[src/hw/rtl/ppr_pkg.sv]
// ----------------------------------------------------------------------------
// Potential phase rotator package
// Word types, CORDIC constants and the Q2.30 to Q1.15 rounding helper.
// ----------------------------------------------------------------------------
package ppr_pkg;

  localparam int ROTATION_STAGES_DEFAULT = 16;
  localparam int ATAN_ENTRIES = 24;
  localparam int XY_W = 34;
  localparam int Z_W = 32;
  localparam int Q15_W = 40;

  localparam logic signed [XY_W-1:0] CORDIC_GAIN = 34'sh0_26DD_3B6A;

  localparam logic [Z_W-1:0] ATAN_TURNS [ATAN_ENTRIES] = '{
    32'h20000000, 32'h12E4051E, 32'h09FB385B, 32'h051111D4, 32'h028B0D43,
    32'h0145D7E1, 32'h00A2F61E, 32'h00517C55, 32'h0028BE53, 32'h00145F2F,
    32'h000A2F98, 32'h000517CC, 32'h00028BE6, 32'h000145F3, 32'h0000A2FA,
    32'h0000517D, 32'h000028BE, 32'h0000145F, 32'h00000A30, 32'h00000518,
    32'h0000028C, 32'h00000146, 32'h000000A3, 32'h00000051
  };

  typedef struct packed {
    logic signed [23:0] potential;
    logic signed [15:0] psi_re;
    logic signed [15:0] psi_im;
  } sample_t;

  typedef struct packed {
    logic signed [15:0] factor_re;
    logic signed [15:0] factor_im;
    logic signed [15:0] rotated_re;
    logic signed [15:0] rotated_im;
  } result_t;

  typedef struct packed {
    logic                   valid;
    logic                   flip;
    logic signed [XY_W-1:0] x;
    logic signed [XY_W-1:0] y;
    logic signed [Z_W-1:0]  z;
    logic signed [15:0]     psi_re;
    logic signed [15:0]     psi_im;
  } cell_t;

  function automatic logic signed [15:0] to_q15(input logic signed [Q15_W-1:0] v);
    logic signed [Q15_W-1:0] t;
    logic signed [Q15_W-1:0] r;
    t = v + Q15_W'(16384);
    r = t >>> 15;
    if (r > Q15_W'(32767)) begin
      return 16'sh7FFF;
    end else if (r < -Q15_W'(32768)) begin
      return 16'sh8000;
    end
    return r[15:0];
  endfunction

endpackage

[src/hw/rtl/ppr_post.sv]
// ----------------------------------------------------------------------------
// Potential phase rotator output stages
// Quadrant fix, Q1.15 factor, complex multiply, rounding and saturation.
// ----------------------------------------------------------------------------
module ppr_post
  import ppr_pkg::*;
(
  input  logic    clk,
  input  logic    rst,
  input  logic    en,
  input  cell_t   d,
  output logic    result_valid,
  output result_t result
);

  logic signed [XY_W:0] xf;
  logic signed [XY_W:0] yf;

  logic               v1;
  logic signed [15:0] fr;
  logic signed [15:0] fi;
  logic signed [15:0] pr;
  logic signed [15:0] pi;

  logic               v2;
  logic signed [15:0] fr2;
  logic signed [15:0] fi2;
  logic signed [31:0] p_fr_pr;
  logic signed [31:0] p_fi_pi;
  logic signed [31:0] p_fr_pi;
  logic signed [31:0] p_fi_pr;

  logic signed [Q15_W-1:0] sum_re;
  logic signed [Q15_W-1:0] sum_im;

  // The factor is conj of the rotated vector; a flipped angle negates both parts.
  always_comb begin
    xf = (XY_W+1)'(d.x);
    yf = -(XY_W+1)'(d.y);
    if (d.flip) begin
      xf = -(XY_W+1)'(d.x);
      yf = (XY_W+1)'(d.y);
    end
  end

  assign sum_re = Q15_W'(p_fr_pr) - Q15_W'(p_fi_pi);
  assign sum_im = Q15_W'(p_fr_pi) + Q15_W'(p_fi_pr);

  always_ff @(posedge clk) begin
    if (rst) begin
      v1 <= 1'b0;
      v2 <= 1'b0;
      result_valid <= 1'b0;
    end else if (en) begin
      v1 <= d.valid;
      fr <= to_q15(Q15_W'(xf));
      fi <= to_q15(Q15_W'(yf));
      pr <= d.psi_re;
      pi <= d.psi_im;

      v2 <= v1;
      fr2 <= fr;
      fi2 <= fi;
      p_fr_pr <= fr * pr;
      p_fi_pi <= fi * pi;
      p_fr_pi <= fr * pi;
      p_fi_pr <= fi * pr;

      result_valid <= v2;
      result.factor_re <= fr2;
      result.factor_im <= fi2;
      result.rotated_re <= to_q15(sum_re);
      result.rotated_im <= to_q15(sum_im);
    end
  end

endmodule

[config.mk]
export PLATFORM = sky130hd
export DESIGN_NAME = ppr_post
export DESIGN_NICKNAME = d
export VERILOG_FILES = /design/src/hw/rtl/ppr_pkg.sv /design/src/hw/rtl/ppr_post.sv
export SDC_FILE = /design/constraint.sdc
export NUM_CORES = 2
export LEC_CHECK = 0
export BUFFER_PORTS_ARGS = -buffer_cell sky130_fd_sc_hd__buf_4
export CAP_MARGIN = 20
export CORE_ASPECT_RATIO = 2
export CORE_UTILIZATION = 70
export DETAILED_ROUTE_END_ITERATION = 16
export PLACE_DENSITY = 0.95
export SLEW_MARGIN = 10
export SYNTH_ARGS = -nofsm -noshare
export SYNTH_HDL_FRONTEND = slang
export SYNTH_SLANG_ARGS = --single-unit
[constraint.sdc]
create_clock -name clk -period 22.6 [get_ports clk]
set_clock_uncertainty 0.2 [all_clocks]
set_input_delay 2.26 -clock clk [delete_from_list [all_inputs] [get_ports clk]]
set_output_delay 2.26 -clock clk [all_outputs]
set_load 0.03 [all_outputs]
==> metrics.yaml <==
clk_pin_slew_ns: 0.08
routed_via_density: 6.248
wire_per_inst_um: 22.84
grt_util_all_layers_pct: 41.01
clock.fmax_mhz: 120.2
core-area_um2: 76040
worst_slew_pin_slew_ns: 1.163
min_from: "fi2[8]"
slew_violations: 0
start_util_pct: 70.67
status: "completed"
cts_buffers: 29
crit_top_cell: "fa_1"
rsz0062_at_grt: "false"
multi_input_area_um2: 39520
cts.repair.resized: 0
yosysTopAreaCellShare_pct: 39.04
setup_violations: 0
path_class: "flop to flop"
htreeDepth: 1
fillCellCount: 4330
wl_um: 149800
antenna_found_initial: 15
dieArea_um2: 77950
synth_edf_count: 288
grt_max_degree: 82
netlist_area_um2: 53740
area_delta_synth_final_pct: 6.214
synth-main-ff-cell: "edfxtp_1"
postCtsHoldBufs: 0
r2r_slack_ns: 14.28
critPathSlowestCell: "fa_1"
post_cts_buffers: 0
grt_pass1_vias: 47120
fin_crit_ns: 8.319
final.setup.tns_ns: 0
cts_tree: "done"
synth.most_common_cell: "inv_1"
std_cell_rows: 143
cp.required_ns: 22.72
startpoint_type: "flop"
io_buffers: 169
drt_iter0_drc: 4003
critPathLaunch: "pr[1]"
layout-drive-gt1-share_pct: 6.245
final-seq-area_um2: 8708
cts_sinks: 291
arrival_ns: 8.44
slew_headroom_pct: 22.11
gp_congestion: 0.9409
synth_seq_area_share_pct: 16.20
synth.top_cells.by_count: "1244 x inv_1, 1048 x fa_1, 543 x nand2_1"
insertion_delay_ns: 0.66
vias: 40990
synth_fp_nets: 7108
grt_pass1_wl_um: 241100
drc: 0
r2r_start: "pr[1]"
synth.area.top_cells: "fa_1 39%, edfxtp_1 16%, ha_1 11%, inv_1 8.7%, and2_1 5.9%"
maxCapViolCount: 0
ys_ff_latch: 291
critical-path-top-delay-family: "adder cells"
first_pass_iters: 7
synth_warnings: 0
max_stage_delay_ns: 0.91
cts_buffer_depth: 3
min_path_type: "flop to flop"
critical_path.max_fanout: 17
yosysTopAreaCell: "fa_1"
cts-root-buf: "clkbuf_16"
ys_types: 81
grt_overflow_total: 0
hpwl_um: 109100
finalCritPeriodShare_pct: 36.81
boundaryPins: 202
hold_violations: 0
ant_nets: 0
endpoint_kind: "flop"
die_w_um: 197.9
ys_async_sr_fraction_pct: 0
die_y_um: 393.8
fin_nets: 7156
synth_cells: 5469
syn_area_per_cell_um2: 9.826
cp.buffers_inverters: 5
crit_chain: "buf_8 -> nand2_1 -> inv_1 -> fa_1 -> fa_1 -> fa_1 -> fa_1 -> fa_1 -> inv_1 -> fa_1 -> inv_1 -> ha_1 -> inv_1 -> a31oi_1 -> o21ai_0 -> a21oi_1 -> o21ai_0 -> nand2b_1 -> nand4b_1 -> nor2b_1 -> a41oi_1 -> nor2b_1 -> xnor2_1"
-- layout by cell type, fill, tap and decap left out, types with 10 or more instances in the layout --
cell,instances
or2_2,13
o211ai_1,17
o31ai_1,16
fa_1,1048
nand2_1,543
nand4_1,22
or4_1,10
o21bai_1,16
o21ai_0,86
nor2_1,165
o22ai_1,12
nand3_1,44
nor2b_1,24
a21oi_1,118
buf_4,239
nor3_1,44
inv_1,1244
nand2b_1,37
a21oi_2,10
a31oi_1,24
or3_1,19
a21o_1,60
xor2_1,45
ha_1,454
o21a_1,30
a211oi_1,15
and2_1,505
clkbuf_16,29
xnor2_1,166
edfxtp_1,288
and3_1,19
-- state kept, by name, indices dropped and copies added (netlist names), 32 cells and up --
name,count
p_fi_pi,32
result,64
p_fi_pr,32
p_fr_pr,32
p_fr_pi,32
-- through the flow --
stage | util [%] | cell area [um^2] | hold WS [ns] | setup slack (ns) | cells
detailed placement | 73.55 | 55930 | 0.2045 | 14.42 | 6493
CTS | 74.88 | 56940 | 0.2217 | 14.35 | 6547
finish | 75.06 | 57080 | 0.2198 | 14.28 | 6561
floorplan | - | 53740 | 0.2003 | 6.429 | 5469
global placement | 73.55 | 55930 | 0.2004 | 14.77 | 6493
global route | 75.05 | 57070 | 0.2249 | 14.19 | 6558
-- worst paths after layout --
kind / end / depth (start not counted)
hold reg to reg: result[40] / 0
hold / removal: result[40] / 0
setup reg to reg: p_fr_pr[29] / 23
setup / recovery: p_fr_pr[29] / 23
-- logic make-up after synthesis --
kind of cell / after synthesis / share of synthesized area (%)
xor gates and xnor gates: 212 / 3.481
DFF: 291 / 16.20
adders and majority gates: 1505 / 49.67
buffers and inverters: 1472 / 10.32
AOI/OAI and AO/OA: 494 / 6.128
and+or+nand+nor: 1489 / 14.06
muxes: 6 / 0.1397
-- final cells by class --
type | instances | area share, %
Clock buffer | 31 | 1.285
Antenna cell | 6 | 0.02630
Timing Repair Buffer | 244 | 3.301
Inverter | 1245 | 8.187
Multi-Input combinational cell | 3706 | 69.23
Sequential cell | 291 | 15.26
Clock inverter | 23 | 0.4866
Tap cell | 1015 | 2.225
-- worst reg2reg max path: stages (launching register included) --
cell	delay, ns
edfxtp_1	0.86
buf_8	0.26
nand2_1	0.12
inv_1	0.16
fa_1	0.58
fa_1	0.91
fa_1	0.54
fa_1	0.51
fa_1	0.49
inv_1	0.05
fa_1	0.47
inv_1	0.05
ha_1	0.40
inv_1	0.07
a31oi_1	0.15
o21ai_0	0.11
a21oi_1	0.18
o21ai_0	0.10
nand2b_1	0.14
nand4b_1	0.15
nor2b_1	0.31
a41oi_1	0.24
nor2b_1	0.21
xnor2_1	0.74
-- metal layers --
layer	global-route usage [%]	vias up	routed length [um]	share of wire, %
met5	0.1916	-	85	0.057
met3	9.694	1167	14930	10
li1	-	16860	-	-
met2	68.53	2873	73610	49
met4	38.83	12	18510	12
met1	41.51	20080	42700	28
Power is not shown: default switching activity piles up to over one toggle a cycle in this logic, so the estimate is an artifact.
