===== config.mk =====
export PLATFORM = sky130hd
export DESIGN_NAME = ppr_cell
export DESIGN_NICKNAME = d
export VERILOG_FILES = /design/src/hw/rtl/ppr_pkg.sv /design/src/hw/rtl/ppr_cell.sv
export SDC_FILE = /design/constraint.sdc
export NUM_CORES = 1
export LEC_CHECK = 0
export BUFFER_PORTS_ARGS = -buffer_cell sky130_fd_sc_hd__buf_2
export CAP_MARGIN = 10
export CORE_MARGIN = 2
export CORE_UTILIZATION = 49
export DETAILED_ROUTE_END_ITERATION = 7
export PLACE_DENSITY = 0.79
export SKIP_CTS_REPAIR_TIMING = 1
export SYNTH_ARGS = -nofsm -noshare
export SYNTH_HDL_FRONTEND = slang
export SYNTH_SLANG_ARGS = --single-unit

===== constraint.sdc =====
create_clock -name clk -period 8.81 [get_ports clk]
set_input_delay 2.2025 -clock clk [delete_from_list [all_inputs] [get_ports clk]]
set_output_delay 2.2025 -clock clk [all_outputs]
set_load 0.005 [all_outputs]

===== src/hw/rtl/ppr_pkg.sv =====
// ----------------------------------------------------------------------------
// Potential phase rotator package
// Word types, CORDIC constants and the Q2.30 to Q1.15 rounding helper.
// ----------------------------------------------------------------------------
package ppr_pkg;

  localparam int ROTATION_STAGES_DEFAULT = 16;
  localparam int ATAN_ENTRIES = 24;
  localparam int XY_W = 34;
  localparam int Z_W = 32;
  localparam int Q15_W = 40;

  localparam logic signed [XY_W-1:0] CORDIC_GAIN = 34'sh0_26DD_3B6A;

  localparam logic [Z_W-1:0] ATAN_TURNS [ATAN_ENTRIES] = '{
    32'h20000000, 32'h12E4051E, 32'h09FB385B, 32'h051111D4, 32'h028B0D43,
    32'h0145D7E1, 32'h00A2F61E, 32'h00517C55, 32'h0028BE53, 32'h00145F2F,
    32'h000A2F98, 32'h000517CC, 32'h00028BE6, 32'h000145F3, 32'h0000A2FA,
    32'h0000517D, 32'h000028BE, 32'h0000145F, 32'h00000A30, 32'h00000518,
    32'h0000028C, 32'h00000146, 32'h000000A3, 32'h00000051
  };

  typedef struct packed {
    logic signed [23:0] potential;
    logic signed [15:0] psi_re;
    logic signed [15:0] psi_im;
  } sample_t;

  typedef struct packed {
    logic signed [15:0] factor_re;
    logic signed [15:0] factor_im;
    logic signed [15:0] rotated_re;
    logic signed [15:0] rotated_im;
  } result_t;

  typedef struct packed {
    logic                   valid;
    logic                   flip;
    logic signed [XY_W-1:0] x;
    logic signed [XY_W-1:0] y;
    logic signed [Z_W-1:0]  z;
    logic signed [15:0]     psi_re;
    logic signed [15:0]     psi_im;
  } cell_t;

  function automatic logic signed [15:0] to_q15(input logic signed [Q15_W-1:0] v);
    logic signed [Q15_W-1:0] t;
    logic signed [Q15_W-1:0] r;
    t = v + Q15_W'(16384);
    r = t >>> 15;
    if (r > Q15_W'(32767)) begin
      return 16'sh7FFF;
    end else if (r < -Q15_W'(32768)) begin
      return 16'sh8000;
    end
    return r[15:0];
  endfunction

endpackage


===== src/hw/rtl/ppr_cell.sv =====
// ----------------------------------------------------------------------------
// Potential phase rotator CORDIC cell
// One rotation micro-step; hands the rotated vector to the next cell.
// ----------------------------------------------------------------------------
module ppr_cell
  import ppr_pkg::*;
#(
  parameter int STAGE = 0
) (
  input  logic  clk,
  input  logic  rst,
  input  logic  en,
  input  cell_t d,
  output cell_t q
);

  logic signed [XY_W-1:0] dx;
  logic signed [XY_W-1:0] dy;
  logic signed [Z_W-1:0]  step;
  cell_t                  q_next;

  assign dx = d.y >>> STAGE;
  assign dy = d.x >>> STAGE;
  assign step = $signed(ATAN_TURNS[STAGE]);

  always_comb begin
    q_next = d;
    if (!d.z[Z_W-1]) begin
      q_next.x = d.x - dx;
      q_next.y = d.y + dy;
      q_next.z = d.z - step;
    end else begin
      q_next.x = d.x + dx;
      q_next.y = d.y - dy;
      q_next.z = d.z + step;
    end
  end

  always_ff @(posedge clk) begin
    if (rst) begin
      q.valid <= 1'b0;
    end else if (en) begin
      q <= q_next;
    end
  end

endmodule


==> reports/metrics.json <==
{
  "hold_ws": {"value": 0.523, "unit": "ns"},
  "nets": {"value": 1504},
  "combinationalPowerShare": {"value": 26.9, "unit": "%"},
  "dp.cells": {"value": 1510},
  "drc_errors": {"value": 0},
  "cts_tree": {"value": "done"},
  "syn2layout_area_growth": {"value": 21.5, "unit": "%"},
  "synth.yosys.warnings": {"value": 0},
  "ioPinCount": {"value": 271},
  "asyncSetResetFlopFracSynth": {"value": 0, "unit": "%"},
  "syn_area": {"value": 0.00976, "unit": "mm2"},
  "layout_worst_path_cycle_share": {"value": 57.4, "unit": "%"},
  "grt_overflow_total": {"value": 0},
  "reg2regPathDepth": {"value": 2},
  "internal_power": {"value": 1390, "unit": "uW"},
  "ff2ff_setup_slack": {"value": 8.22, "unit": "ns"},
  "postRouteAntennaNets": {"value": 0},
  "worst_hold_path_class": {"value": "reg -> reg"},
  "routed-via-count": {"value": 8886},
  "critical_path_required": {"value": 8.97, "unit": "ns"},
  "cap_violations": {"value": 0},
  "clkSinkCount": {"value": 133},
  "die_area": {"value": 0.0211, "unit": "mm2"},
  "most-common-layout-cells": {"value": "buf_2, edfxtp_1, a21oi_1"},
  "power_switching_share": {"value": 32.1, "unit": "%"},
  "finalInstanceArea": {"value": 0.0119, "unit": "mm2"},
  "p_clk_share": {"value": 34.5, "unit": "%"},
  "stdcell_count": {"value": 1543},
  "launch_point_of_the_worst_path": {"value": "d[64]"},
  "fill_cells": {"value": 1729},
  "routed_wl": {"value": 29.0, "unit": "mm"},
  "tightestPinTransition": {"value": 1.02, "unit": "ns"},
  "number_of_enable_flip_flop_cells_after_synthesis": {"value": 132},
  "p_seq_share": {"value": 38.6, "unit": "%"},
  "relSlewSlack": {"value": 31.7, "unit": "%"},
  "viasPerCell": {"value": 5.76},
  "fp.coreArea": {"value": 0.0195, "unit": "mm2"},
  "overall_die_width": {"value": 145, "unit": "um"},
  "crit_path_max_fanout": {"value": 3},
  "initialDrtViolationCount": {"value": 1053},
  "post_dp_cell_area": {"value": 0.0113, "unit": "mm2"},
  "synthesis.nets": {"value": 1259},
  "setup_violations": {"value": 0},
  "total_leakage_power": {"value": 0.00531, "unit": "uW"},
  "final_period_minus_worst_setup_slack": {"value": 5.05, "unit": "ns"},
  "vias_in_the_first_global_route": {"value": 8227},
  "report.final.slew_viol_count": {"value": 0},
  "cellPowerDensity": {"value": 173, "unit": "mW/mm2"},
  "worst_setup_path_endpoint": {"value": "q[82]"},
  "timing.rr.end": {"value": "q[133]"},
  "unrepaired_setup_endpoints_after_global_routing": {"value": "false"},
  "globalplace.congestion": {"value": 0.938},
  "cts_root_buf": {"value": "clkbuf_16"},
  "worst_ep_arrival_time": {"value": 5.21, "unit": "ns"},
  "ys_ff_latch": {"value": 133},
  "peak_clock_frequency_supported_by_timing": {"value": 198, "unit": "MHz"},
  "whs_path_depth": {"value": 2},
  "drtPass1Iterations": {"value": 7},
  "endpoint_kind": {"value": "flop"},
  "port_buffers": {"value": 270},
  "seq_area_frac_synth": {"value": 40.8, "unit": "%"},
  "reg_top3": {"value": "q (133)"},
  "critical_path.reg2reg.startpoint": {"value": "q[133]"},
  "grt_first_pass_wirelength": {"value": 44.5, "unit": "mm"},
  "report.final.hold_viol_count": {"value": 0},
  "worst_setup_hold_path_clk_slew": {"value": 0.06, "unit": "ns"},
  "largest_reg_flops": {"value": 133},
  "p_sw": {"value": 660, "unit": "uW"},
  "initial_antenna_violation_count": {"value": 1},
  "cts_buffers": {"value": 17},
  "postSynthCellCount": {"value": 1019},
  "fp-row-count": {"value": 51},
  "cts_max_level": {"value": 4},
  "startpoint_to_endpoint_class_of_the_critical_path": {"value": "in -> reg"},
  "die_h": {"value": 145, "unit": "um"},
  "syn-mean-instance-area": {"value": 9.58, "unit": "um2"},
  "route.detailed.wl_per_inst": {"value": 18.8, "unit": "um"},
  "worst_skew_pair.late_latency": {"value": 0.42, "unit": "ns"},
  "gr-usage-all-layers": {"value": 26.6, "unit": "%"},
  "starting_density_of_the_core": {"value": 50.0, "unit": "%"},
  "hpwl_detailed": {"value": 22.4, "unit": "mm"},
  "power.ir.vdd_worst": {"value": 0.110, "unit": "mV"},
  "cp-start-kind": {"value": "input pin"},
  "layout.cells.most_common": {"value": "buf_2"},
  "synth_ff_type": {"value": "edfxtp_1"},
  "cts_max_path_buffers": {"value": 2},
  "run_status": {"value": "finished, final reports clean"},
  "skew": {"value": 0, "unit": "ns"},
  "synth_cell_type_count": {"value": 71},
  "totalNegativeSetupSlack": {"value": 0, "unit": "ns"},
  "maximum_number_of_pins_on_one_net_before_global_route_repair": {"value": 84},
  "top_register": {"value": "q"},
  "final_layout_size_suffix_gt1_share": {"value": 25.7, "unit": "%"}
}
-- how the worst min path moves through the flow --
stage / to / slack, ns / start
after floorplan: q[133] / 0.48 / q[133]
after global placement: q[133] / 0.48 / q[133]
after detailed placement: q[133] / 0.50 / q[133]
after CTS: q[133] / 0.52 / q[133]
after global routing: q[133] / 0.56 / q[133]
final: q[133] / 0.52 / q[133]
-- synthesized netlist by cell type (3+ instances only) --
master | count | area [um2]
a2111oi_0 | 5 | 43.8
a211o_1 | 3 | 26.3
a211oi_1 | 10 | 75.1
a21boi_0 | 3 | 22.5
a21o_1 | 26 | 195
a21oi_1 | 124 | 621
a221oi_1 | 3 | 26.3
a31oi_1 | 10 | 62.6
and2_1 | 7 | 43.8
and3_1 | 8 | 50.1
buf_1 | 5 | 18.8
buf_2 | 8 | 40.0
buf_4 | 3 | 22.5
clkbuf_1 | 30 | 113
edfxtp_1 | 132 | 3960
fa_1 | 4 | 80.1
ha_1 | 99 | 1240
inv_1 | 101 | 379
mux2i_1 | 9 | 90.1
nand2_1 | 44 | 165
nand2b_1 | 9 | 56.3
nand3_1 | 14 | 70.1
nand4_1 | 5 | 31.3
nor2_1 | 76 | 285
nor2b_1 | 11 | 68.8
nor3_1 | 20 | 100
nor4_1 | 5 | 31.3
o2111ai_1 | 5 | 43.8
o211ai_1 | 9 | 67.6
o21a_1 | 10 | 75.1
o21ai_0 | 65 | 325
o21ai_2 | 3 | 26.3
o21bai_1 | 20 | 150
o311a_1 | 3 | 30.0
o31a_1 | 4 | 35.0
o31ai_1 | 9 | 67.6
or2_2 | 6 | 37.5
or3_1 | 4 | 25.0
or4_1 | 4 | 30.0
xnor2_1 | 47 | 412
xor2_1 | 18 | 158
-- per-layer routing --
layer / GRT usage (%) / up-vias / share of wire [%]
met2: 42.7 / 539 / 46
met5: 0 / - / 0
met3: 4.94 / 77 / 9.0
met1: 35.3 / 4117 / 41
li1: - / 4153 / -
met4: 11.8 / 0 / 3.7
-- power groups by stage --
stage | Sequential, uW | Clock (uW) | Combinational (uW)
after detailed placement | 808 | 0 | 538
after floorplan | 817 | 0 | 331
final | 794 | 709 | 552
after CTS | 794 | 718 | 542
after global placement | 807 | 0 | 532
after global routing | 798 | 744 | 599
-- critical path: stages --
cell,delay (ns)
buf_2,0.12
ha_1,0.23
fa_1,0.40
nor2b_1,0.17
o211ai_1,0.31
a311oi_2,0.20
o31ai_1,0.43
a222oi_1,0.19
a221o_2,0.42
a31oi_1,0.25
a21oi_1,0.12
xnor2_1,0.17
-- cells by family after synthesis --
| family | after synthesis | share of synthesized area [%] |
|---|---|---|
| xor+xnor | 65 | 5.83 |
| compound gates | 340 | 22.2 |
| buf+inv | 151 | 6.10 |
| flops | 133 | 40.8 |
| fa+ha+maj | 103 | 13.5 |
| mux | 10 | 1.04 |
| simple gates | 217 | 10.5 |
-- per-stage QoR --
stage	setup WS (ns)	utilization [%]	total power, uW
finish	3.76	60.7	2050
global placement	3.57	57.7	1340
floorplan	0.108	-	1150
global route	3.66	60.7	2140
CTS	3.89	60.7	2050
detailed placement	3.50	57.7	1350
-- layout make-up --
| class | count | area (um2) | area share (%) |
|---|---|---|---|
| clock buffers | 17 | 425 | 3.59 |
| well taps | 265 | 332 | 2.80 |
| multi-input cells | 735 | 5190 | 43.8 |
| repair buffers | 273 | 1370 | 11.6 |
| inverters | 104 | 390 | 3.29 |
| clock inverters | 15 | 164 | 1.38 |
| flip-flops and latches | 133 | 3980 | 33.6 |
| diodes | 1 | 2.50 | 0.0211 |
Note: power is estimated with default switching activity, not from simulation.
